===== src/sv/salsa_pkg.sv =====
// Shared types, constants and helper functions for the Salsa20/20 core.
`default_nettype none

package salsa_pkg;

  localparam int WORD_W      = 32;
  localparam int WORDS       = 16;
  localparam int KEY_PART_W  = 64;
  localparam int CFG_INDEX_W = 3;
  localparam int POS_W       = 6;
  localparam int STEP_W      = 2;
  localparam int HALF_ROUNDS = 20;
  localparam int HALF_W      = $clog2(HALF_ROUNDS);

  // Configuration register indexes
  localparam logic [CFG_INDEX_W-1:0] REG_KEY_PART0   = 3'd0;
  localparam logic [CFG_INDEX_W-1:0] REG_KEY_PART1   = 3'd1;
  localparam logic [CFG_INDEX_W-1:0] REG_KEY_PART2   = 3'd2;
  localparam logic [CFG_INDEX_W-1:0] REG_KEY_PART3   = 3'd3;
  localparam logic [CFG_INDEX_W-1:0] REG_NONCE_VALUE = 3'd4;

  // "expand 32-byte k"
  localparam logic [WORD_W-1:0] SIGMA0 = 32'h6170_7865;
  localparam logic [WORD_W-1:0] SIGMA1 = 32'h3320_646E;
  localparam logic [WORD_W-1:0] SIGMA2 = 32'h7962_2D32;
  localparam logic [WORD_W-1:0] SIGMA3 = 32'h6B20_6574;

  typedef logic [WORD_W-1:0] word_t;
  typedef word_t [WORDS-1:0] block_t;

  typedef struct packed {
    logic              load;
    logic              step;
    logic [STEP_W-1:0] step_idx;
    logic              transpose;
  } round_ctrl_t;

  // Build the 16-word input state from constants, key, nonce and counter
  function automatic block_t init_state(input logic [KEY_PART_W-1:0] k0,
                                        input logic [KEY_PART_W-1:0] k1,
                                        input logic [KEY_PART_W-1:0] k2,
                                        input logic [KEY_PART_W-1:0] k3,
                                        input logic [KEY_PART_W-1:0] nonce,
                                        input logic [KEY_PART_W-1:0] counter);
    block_t b;
    b[0]  = SIGMA0;
    b[1]  = k0[31:0];
    b[2]  = k0[63:32];
    b[3]  = k1[31:0];
    b[4]  = k1[63:32];
    b[5]  = SIGMA1;
    b[6]  = nonce[31:0];
    b[7]  = nonce[63:32];
    b[8]  = counter[31:0];
    b[9]  = counter[63:32];
    b[10] = SIGMA2;
    b[11] = k2[31:0];
    b[12] = k2[63:32];
    b[13] = k3[31:0];
    b[14] = k3[63:32];
    b[15] = SIGMA3;
    return b;
  endfunction

  // Rotate left by 7, 9, 13 or 18 for quarter-round steps one to four
  function automatic word_t rotl_step(input word_t v, input logic [STEP_W-1:0] step_idx);
    word_t r;
    case (step_idx)
      2'd0:    r = {v[24:0], v[31:25]};
      2'd1:    r = {v[22:0], v[31:23]};
      2'd2:    r = {v[18:0], v[31:19]};
      2'd3:    r = {v[13:0], v[31:14]};
      default: r = v;
    endcase
    return r;
  endfunction

endpackage

`default_nettype wire


===== src/sv/salsa_round.sv =====
// Round unit: four quarter-round lanes, one add-rotate-xor step per cycle while ctrl.step is set.
`default_nettype none

module salsa_round (
  input  wire                      clk,
  input  salsa_pkg::round_ctrl_t   ctrl,
  input  salsa_pkg::block_t        init_words,
  output salsa_pkg::block_t        words
);
  import salsa_pkg::*;

  // slot[p][c]: column c, physical row p. During step s it holds logical
  // row (p + s) mod 4, so every lane reads and writes fixed slots.
  word_t slot     [4][4];
  word_t stepped  [4][4];
  word_t lane_sum [4];
  word_t lane_mix [4];

  for (genvar j = 0; j < 4; j++) begin : g_lane
    localparam int JP = (j + 1) % 4;
    localparam int JM = (j + 3) % 4;
    assign lane_sum[j] = slot[j][j] + slot[JM][j];
    assign lane_mix[j] = slot[JP][j] ^ rotl_step(lane_sum[j], ctrl.step_idx);
  end

  // Rotate each column up by one row, dropping in the freshly mixed word
  for (genvar p = 0; p < 4; p++) begin : g_row
    for (genvar c = 0; c < 4; c++) begin : g_col
      localparam int PN = (p + 1) % 4;
      if (p == c) begin : g_mix
        assign stepped[p][c] = lane_mix[c];
      end else begin : g_shift
        assign stepped[p][c] = slot[PN][c];
      end
      assign words[p*4 + c] = slot[p][c];
    end
  end

  // The row round is the column round on the transposed matrix: transpose
  // at the end of every half round.
  always_ff @(posedge clk) begin
    for (int r = 0; r < 4; r++) begin
      for (int c = 0; c < 4; c++) begin
        if (ctrl.load) begin
          slot[r][c] <= init_words[r*4 + c];
        end else if (ctrl.step) begin
          if (ctrl.transpose) begin
            slot[r][c] <= stepped[c][r];
          end else begin
            slot[r][c] <= stepped[r][c];
          end
        end
      end
    end
  end

endmodule

`default_nettype wire


===== src/sv/salsa20_stream_cipher_core.sv =====
// Top level of the Salsa20/20 byte stream cipher core.
//
//   channel  signals                              width   direction
//   input    in_valid, in_ready, data_byte,       8 + 1   into core
//            is_last
//   output   out_valid, out_ready, out_byte,      8 + 1   out of core
//            out_last
//   config   cfg_we, cfg_index, cfg_data          3 / 64  into core
//
// A byte at block position zero starts a keystream block: the shared round
// unit runs 20 half rounds of four add-rotate-xor steps (S_ROUND), then
// S_FINAL adds the feed-forward and registers its result. Other bytes give
// their result in the cycle after acceptance. Reset is synchronous and
// clears keys, nonce, counter and position. The core takes no byte while a
// result waits.
`default_nettype none

module salsa20_stream_cipher_core (
  input  wire                                  clk,
  input  wire                                  rst,
  input  wire                                  in_valid,
  output logic                                 in_ready,
  input  wire  [7:0]                           data_byte,
  input  wire                                  is_last,
  output logic                                 out_valid,
  input  wire                                  out_ready,
  output logic [7:0]                           out_byte,
  output logic                                 out_last,
  input  wire                                  cfg_we,
  input  wire  [salsa_pkg::CFG_INDEX_W-1:0]    cfg_index,
  input  wire  [salsa_pkg::KEY_PART_W-1:0]     cfg_data
);
  import salsa_pkg::*;

  typedef enum logic [2:0] {
    S_IDLE  = 3'b001,
    S_ROUND = 3'b010,
    S_FINAL = 3'b100
  } state_t;

  localparam logic [HALF_W-1:0] LAST_HALF = HALF_W'(HALF_ROUNDS - 1);
  localparam logic [STEP_W-1:0] LAST_STEP = '1;

  state_t                  state;
  logic [KEY_PART_W-1:0]   key_part0, key_part1, key_part2, key_part3;
  logic [KEY_PART_W-1:0]   nonce_value;
  logic [KEY_PART_W-1:0]   block_counter;
  logic [POS_W-1:0]        byte_position;
  word_t                   keystream_words [WORDS];
  logic [STEP_W-1:0]       step_idx;
  logic [HALF_W-1:0]       half_idx;
  logic [7:0]              data_hold;
  logic                    last_hold;

  block_t                  init_words;
  block_t                  round_out;
  word_t                   ks_sum [WORDS];
  round_ctrl_t             round_ctrl;
  logic                    accept;
  logic                    cfg_hit;
  word_t                   ks_word;
  logic [7:0]              ks_byte;

  assign in_ready = (state == S_IDLE) && (!out_valid || out_ready);
  assign accept   = in_valid && in_ready;
  assign cfg_hit  = cfg_we && (cfg_index <= REG_NONCE_VALUE);

  assign init_words = init_state(key_part0, key_part1, key_part2, key_part3,
                                 nonce_value, block_counter);

  assign round_ctrl.load      = accept && (byte_position == '0);
  assign round_ctrl.step      = (state == S_ROUND);
  assign round_ctrl.step_idx  = step_idx;
  assign round_ctrl.transpose = (step_idx == LAST_STEP);

  salsa_round u_round (
    .clk        (clk),
    .ctrl       (round_ctrl),
    .init_words (init_words),
    .words      (round_out)
  );

  always_comb begin
    for (int i = 0; i < WORDS; i++) begin
      ks_sum[i] = round_out[i] + init_words[i];
    end
  end

  assign ks_word = keystream_words[byte_position[POS_W-1:2]];
  assign ks_byte = ks_word[{byte_position[1:0], 3'b000} +: 8];

  // Finished keystream block; no reset needed
  always_ff @(posedge clk) begin
    if (state == S_FINAL) begin
      for (int i = 0; i < WORDS; i++) begin
        keystream_words[i] <= ks_sum[i];
      end
    end
  end

  always_ff @(posedge clk) begin
    if (rst) begin
      state         <= S_IDLE;
      key_part0     <= '0;
      key_part1     <= '0;
      key_part2     <= '0;
      key_part3     <= '0;
      nonce_value   <= '0;
      block_counter <= '0;
      byte_position <= '0;
      step_idx      <= '0;
      half_idx      <= '0;
      out_valid     <= 1'b0;
    end else begin
      if (out_valid && out_ready) begin
        out_valid <= 1'b0;
      end

      case (state)
        S_IDLE: begin
          if (accept) begin
            data_hold <= data_byte;
            last_hold <= is_last;
            if (byte_position == '0) begin
              step_idx <= '0;
              half_idx <= '0;
              state    <= S_ROUND;
            end else begin
              out_byte      <= data_byte ^ ks_byte;
              out_last      <= is_last;
              out_valid     <= 1'b1;
              byte_position <= is_last ? '0 : byte_position + POS_W'(1);
            end
          end
        end
        S_ROUND: begin
          step_idx <= step_idx + STEP_W'(1);
          if (step_idx == LAST_STEP) begin
            half_idx <= half_idx + HALF_W'(1);
            if (half_idx == LAST_HALF) begin
              state <= S_FINAL;
            end
          end
        end
        S_FINAL: begin
          block_counter <= block_counter + KEY_PART_W'(1);
          out_byte      <= data_hold ^ ks_sum[0][7:0];
          out_last      <= last_hold;
          out_valid     <= 1'b1;
          byte_position <= last_hold ? '0 : POS_W'(1);
          state         <= S_IDLE;
        end
        default: begin
          state <= S_IDLE;
        end
      endcase

      // Key or nonce write: restart the stream under the new setting
      if (cfg_we) begin
        case (cfg_index)
          REG_KEY_PART0:   key_part0   <= cfg_data;
          REG_KEY_PART1:   key_part1   <= cfg_data;
          REG_KEY_PART2:   key_part2   <= cfg_data;
          REG_KEY_PART3:   key_part3   <= cfg_data;
          REG_NONCE_VALUE: nonce_value <= cfg_data;
          default: ;
        endcase
      end
      if (cfg_hit) begin
        block_counter <= '0;
        byte_position <= '0;
      end
    end
  end

endmodule

`default_nettype wire

===== config.mk =====
export PLATFORM = sky130hd
export DESIGN_NAME = salsa20_stream_cipher_core
export DESIGN_NICKNAME = d
export VERILOG_FILES = /design/src/sv/salsa_pkg.sv /design/src/sv/salsa_round.sv /design/src/sv/salsa20_stream_cipher_core.sv
export SDC_FILE = /design/constraint.sdc
export NUM_CORES = 2
export LEC_CHECK = 0
export BUFFER_PORTS_ARGS = -buffer_cell sky130_fd_sc_hd__buf_2
export CAP_MARGIN = 20
export CORE_ASPECT_RATIO = 1.25
export CORE_MARGIN = 3
export CORE_UTILIZATION = 36
export DETAILED_ROUTE_END_ITERATION = 7
export GPL_TIMING_DRIVEN = 0
export PLACE_DENSITY = 0.61
export RECOVER_POWER = 25
export SLEW_MARGIN = 40
export SYNTH_ARGS = -nofsm -noshare
export SYNTH_HDL_FRONTEND = slang
export SYNTH_SLANG_ARGS = --single-unit

===== constraint.sdc =====
create_clock -name clk -period 17.3 [get_ports clk]
set_input_delay 0 -clock clk [delete_from_list [all_inputs] [get_ports clk]]
set_output_delay 0 -clock clk [all_outputs]
set_load 0.03 [all_outputs]

* After elaboration in Yosys (flattened, before gate mapping)
Memories as Yosys holds them, arrays and structs flattened. A register that Yosys moved wholly into a read port is not among the register bits.
Cells that the tools add are included.
Widths: inputs -> output; s select.
** Cells by class
- Reductions and logical operators :: 24
- Bitwise operators :: 39
- Magnitude comparators :: 1
- Mux-type cells :: 77
- Shift-type cells :: 1
- Add/sub/neg operators :: 24
- Equality and inequality tests :: 16
** Operators with widths (number)
- $mux 32 :: 32
- $add 32x32->32 :: 16
- $pmux 32 s4 :: 4
- $xor 32x32->32 :: 4
- $add 32x31->32 const B :: 3
- $add 64x1->64 const B :: 1
- $add 32x30->32 const B :: 1
- $or 1x1->1 :: 32
- $shiftx 32x6->8 :: 1
- $mux 1 :: 18
- $mux 6 :: 3
- $mux 8 :: 2
- $pmux 8 s2 :: 1
- $xor 8x8->8 :: 2
- $mux 5 :: 3
- $mux 3 :: 4
- $pmux 6 s2 :: 1
- $reduce_and 4->1 :: 3
- $pmux 5 s2 :: 1
- $reduce_and 2->1 :: 5
- $eq 3x2->1 const B :: 3
- $reduce_and 3->1 :: 3
- $mux 4 :: 2
- $add 6x1->6 const B :: 1
- other kinds (23) :: 36
** Storage, ports and cells
- Memories :: 2
- Input bits :: 81
- Bits in writable memories :: 1024
- Flip-flop bits (word level) :: 419
- Word-level logic and storage cells :: 199
- Output and inout port bits :: 11
** Memories
- keystream_words :: words 16, width 32, rd ports 1, clocked after memory_dff 1, wr ports 16, RTL line salsa20_stream_cipher_core.sv:49 : word_t keystream_words [WORDS];
- u_round.slot :: words 4, width 128, rd ports 4, clocked after memory_dff 0, wr ports 4, RTL line salsa_round.sv:14 : word_t slot [4][4];

* Longest topological paths before layout
- Depth after elaboration :: 9
- Depth in mapped cells :: 13
- Mapped depth without buffers :: 13

* Hierarchy
From an unflattened synthesis, not the netlist that was laid out.
** Second synthesis, totals
- Cell total of the unflattened synthesis :: 9383
- Area total of the unflattened synthesis :: 91360.1 um2
** Modules (own cells, without submodules)
- salsa20_stream_cipher_core :: area an instance 54810.1 um2, cells each 5455, sequential area each 24023.0 um2, times used 1
- salsa_round :: area an instance 36550.1 um2, cells each 3928, sequential area each 15374.7 um2, times used 1

* Worst setup path after synthesis
OpenSTA, ideal clock, no wires.
- Path type :: register to register
- From :: register state[2]
- To :: memory keystream_words[0][0] (netlist name), enable pin
- Arrival :: 14995 ps
- Stages on the path, launching flop included :: 5
- Slack :: 1228 ps
- Setup time :: 1077 ps
- Clock period less this slack :: 16072 ps
- Path buffers :: 2
- Path through :: dfxtp_1 -> or3b_1 -> buf_2 -> inv_1 -> clkbuf_1
** RTL lines
- start: declaration :: RTL line salsa20_stream_cipher_core.sv:44 : state_t state;
- start signal: assignment :: RTL line salsa20_stream_cipher_core.sv:103 : state <= S_IDLE;
- start signal: assignment :: RTL line salsa20_stream_cipher_core.sv:127 : state <= S_ROUND;
- start signal: assignment :: RTL line salsa20_stream_cipher_core.sv:141 : state <= S_FINAL;
- end: declaration :: RTL line salsa20_stream_cipher_core.sv:49

==> out/metrics.yaml <==
status: "finished with violations"
violations: "DRC, capacitance limit, slew limit"
core_area_sq_mm: 0.2484
mostFrequentLayoutCells: "nand2_1, edfxtp_1, a21oi_1, o21ai_0, ha_1"
cts_buffers: 171
drv_cap: 6
postSynthAreaPerCell_sq_um: 9.855
path_cells: "or3b_1, clkbuf_1, inv_1, clkbuf_1, clkbuf_1, clkbuf_1, buf_12, buf_12, buf_12, buf_12"
critPathCaptureType: "flip-flop"
htree_num_levels: 4
finalHoldViolCount: 0
drt-wirelength-per-cell_um: 41.07
max_stage_delay_ns: 1.81
initial_utilization: 0.3634
wl_mm: 540.1
fillers: 23987
fp.dieW_um: 453.8
multi_input_area_sq_mm: 0.04918
ant_nets: 0
critPathKind: "flip-flop to flip-flop"
slew_viol_final: 115
clockBufferDepth: 4
io_pins: 92
dp_cells: 12654
final_common_cell: "nand2_1"
synthCells: 9158
die_h_um: 565.8
arrival_ns: 7.33
synth_seq_area_share: 0.4365
reg2regPathDepth: 10
gp_congestion: 1.172
dieArea_sq_mm: 0.2568
antenna_found_initial: 95
drc: 1
first_pass_iters: 8
dr_total_vias: 85079
io_buffers: 88
skew_ns: 0.06242
areaGrowthSynthToFinish_pct: 16.61
worstMarginPinSlew_ns: 2.455
vias_per_cell: 6.469
ir_drop_mv: 0.06681
p_per_area_mw_per_mm2: 95.29
syn_nets: 9763
overflow: 0
synth-seq-cells: 1447
cp.required_ns: 17.85
hold_path.class: "input port to flip-flop"
pre_cts_slack_ns: 11.43
start_kind: "flip-flop"
design.final.nets: 10293
synth.cell_area_sq_mm: 0.09025
track_usage: 0.4088
seq_area_sq_mm: 0.03940
grt_pass1_vias: 79393
synth_cell_type_count: 98
drive_gt1_frac: 0.1007
setup_viol: 0
p_total_uw: 10030
post-route-min-period_ns: 6.787
async_flop_share: 0
path_max_fanout: 37
fmax_mhz: 147.4
layout_setup_ws_ns: 10.51
synth.area.top_cells: "edfxtp_1, dfxtp_1, ha_1"
fin_cells: 13151
cts_tree: "yes"
place_area_sq_mm: 0.09825
cp-startpoint: "state[2]$_SDFFE_PP0P_"
cts_resized: 0
rows: 204
drtIter0Drc: 14064
clk_pin_slew_ns: 0.06
grt_pass1_wl_mm: 700.4
synth_top_area_frac: 0.3467
dp_hpwl_mm: 442.9
grt_max_degree: 42
period_share: 0.3923
r2r-start: "state[2]$_SDFFE_PP0P_"
rsz0062_at_grt: "false"
synth_warnings: 0
whs_path_depth: 4
slowest_stage: "clkbuf_1"
clock_latency_ns: 0.91
synth-edff-count: 1042
fin_util: 0.4238
relSlewSlack: -0.6369
synth_ff_type: "edfxtp_1"
power.static_leakage_uw: 0.03875
cts.sinks: 1447
yosys.area.top_type: "edfxtp_1"
stdcell_area_sq_mm: 0.1052
cts_root_buffer: "clkbuf_16"
worstHoldStart: "cfg_data[18]"
[synth_stat cells (133+ instances only)]
library cell,count
xor2_1,214
edfxtp_1,1042
dfxtp_1,405
nand3_1,133
inv_1,206
ha_1,508
mux2i_1,438
mux4_2,168
a21oi_1,853
a21o_1,265
clkbuf_1,413
o21ai_0,656
nor2_1,509
xnor2_1,443
nand2_1,1459
[sequential cells by signal, indices dropped and copies added, names as in the netlist, 3 cells and up, named ones only]
signal / cells
block_counter: 64
byte_position: 6
data_hold: 8
half_idx: 5
key_part0: 64
key_part1: 64
key_part2: 64
key_part3: 64
keystream_words: 512
nonce_value: 64
out_byte: 8
state: 3
u_round.slot: 512
[through the flow]
stage / TNS [ns] / hold slack (ns)
3_3_place_gp: -9957.38 / 0.2030
3_5_place_dp: 0 / 0.2044
5_1_grt: 0 / 0.05476
6_report: 0 / 0.04041
4_1_cts: 0 / 0.0003456
2_1_floorplan: 0 / 0.09887
[worst paths after layout]
path | slack, ns | endpoint
min reg2reg | 0.48 | nonce_value[46]$_SDFFE_PP0P_
min | 0.04 | nonce_value[18]$_SDFFE_PP0P_
max | 10.51 | keystream_words[3][26]$_DFFE_PP_
max reg2reg | 10.51 | keystream_words[3][26]$_DFFE_PP_
[worst max-delay path, delay by kind of cell (launching register included)]
family        cells  cell delay [ns]
simple gates      1             0.52
flops             1             0.53
buf+inv           9             5.22
[repair_timing]
item                                   in CTS  in global routing
buffers inserted                            0                  0
endpoints found under the hold margin     388                  0
hold buffers                              151                  0
[layout make-up]
| type | count | share of cell area |
|---|---|---|
| clock inverters | 66 | 0.006111 |
| inverters | 208 | 0.007419 |
| multi-input cells | 7056 | 0.4673 |
| repair buffers | 357 | 0.04023 |
| flip-flops and latches | 1447 | 0.3744 |
| plain buffers | 447 | 0.01844 |
| clock buffers | 239 | 0.04611 |
| diodes | 35 | 0.0008322 |
| well taps | 3296 | 0.03919 |
[cells by family (layout without fill, tap and decap cells)]
group	after synthesis	after routing	share of synthesized area
other cells	0	35	0
simple gates	2719	2719	0.1318
mux	611	611	0.09113
buf+inv	655	1317	0.02733
fa+ha+maj	524	524	0.07398
compound gates	2545	2545	0.1755
flops	1447	1447	0.4365
xor+xnor	657	657	0.06376
[layer usage]
| layer | routed length [um] | vias to the layer above | track usage |
|---|---|---|---|
| li1 | - | 34838 | - |
| met1 | 185700 | 42283 | 0.4837 |
| met2 | 228300 | 6373 | 0.6124 |
| met3 | 67410 | 1563 | 0.1112 |
| met4 | 58490 | 22 | 0.3546 |
| met5 | 139 | - | 0.0001860 |
[where the power goes]
group | switching (uW) | total (uW) | internal (uW)
Clock | 1630 | 3750 | 2120
Combinational | 1510 | 2130 | 616
Sequential | 280 | 4150 | 3870
No activity file was read; power rests on OpenSTA's default activity.
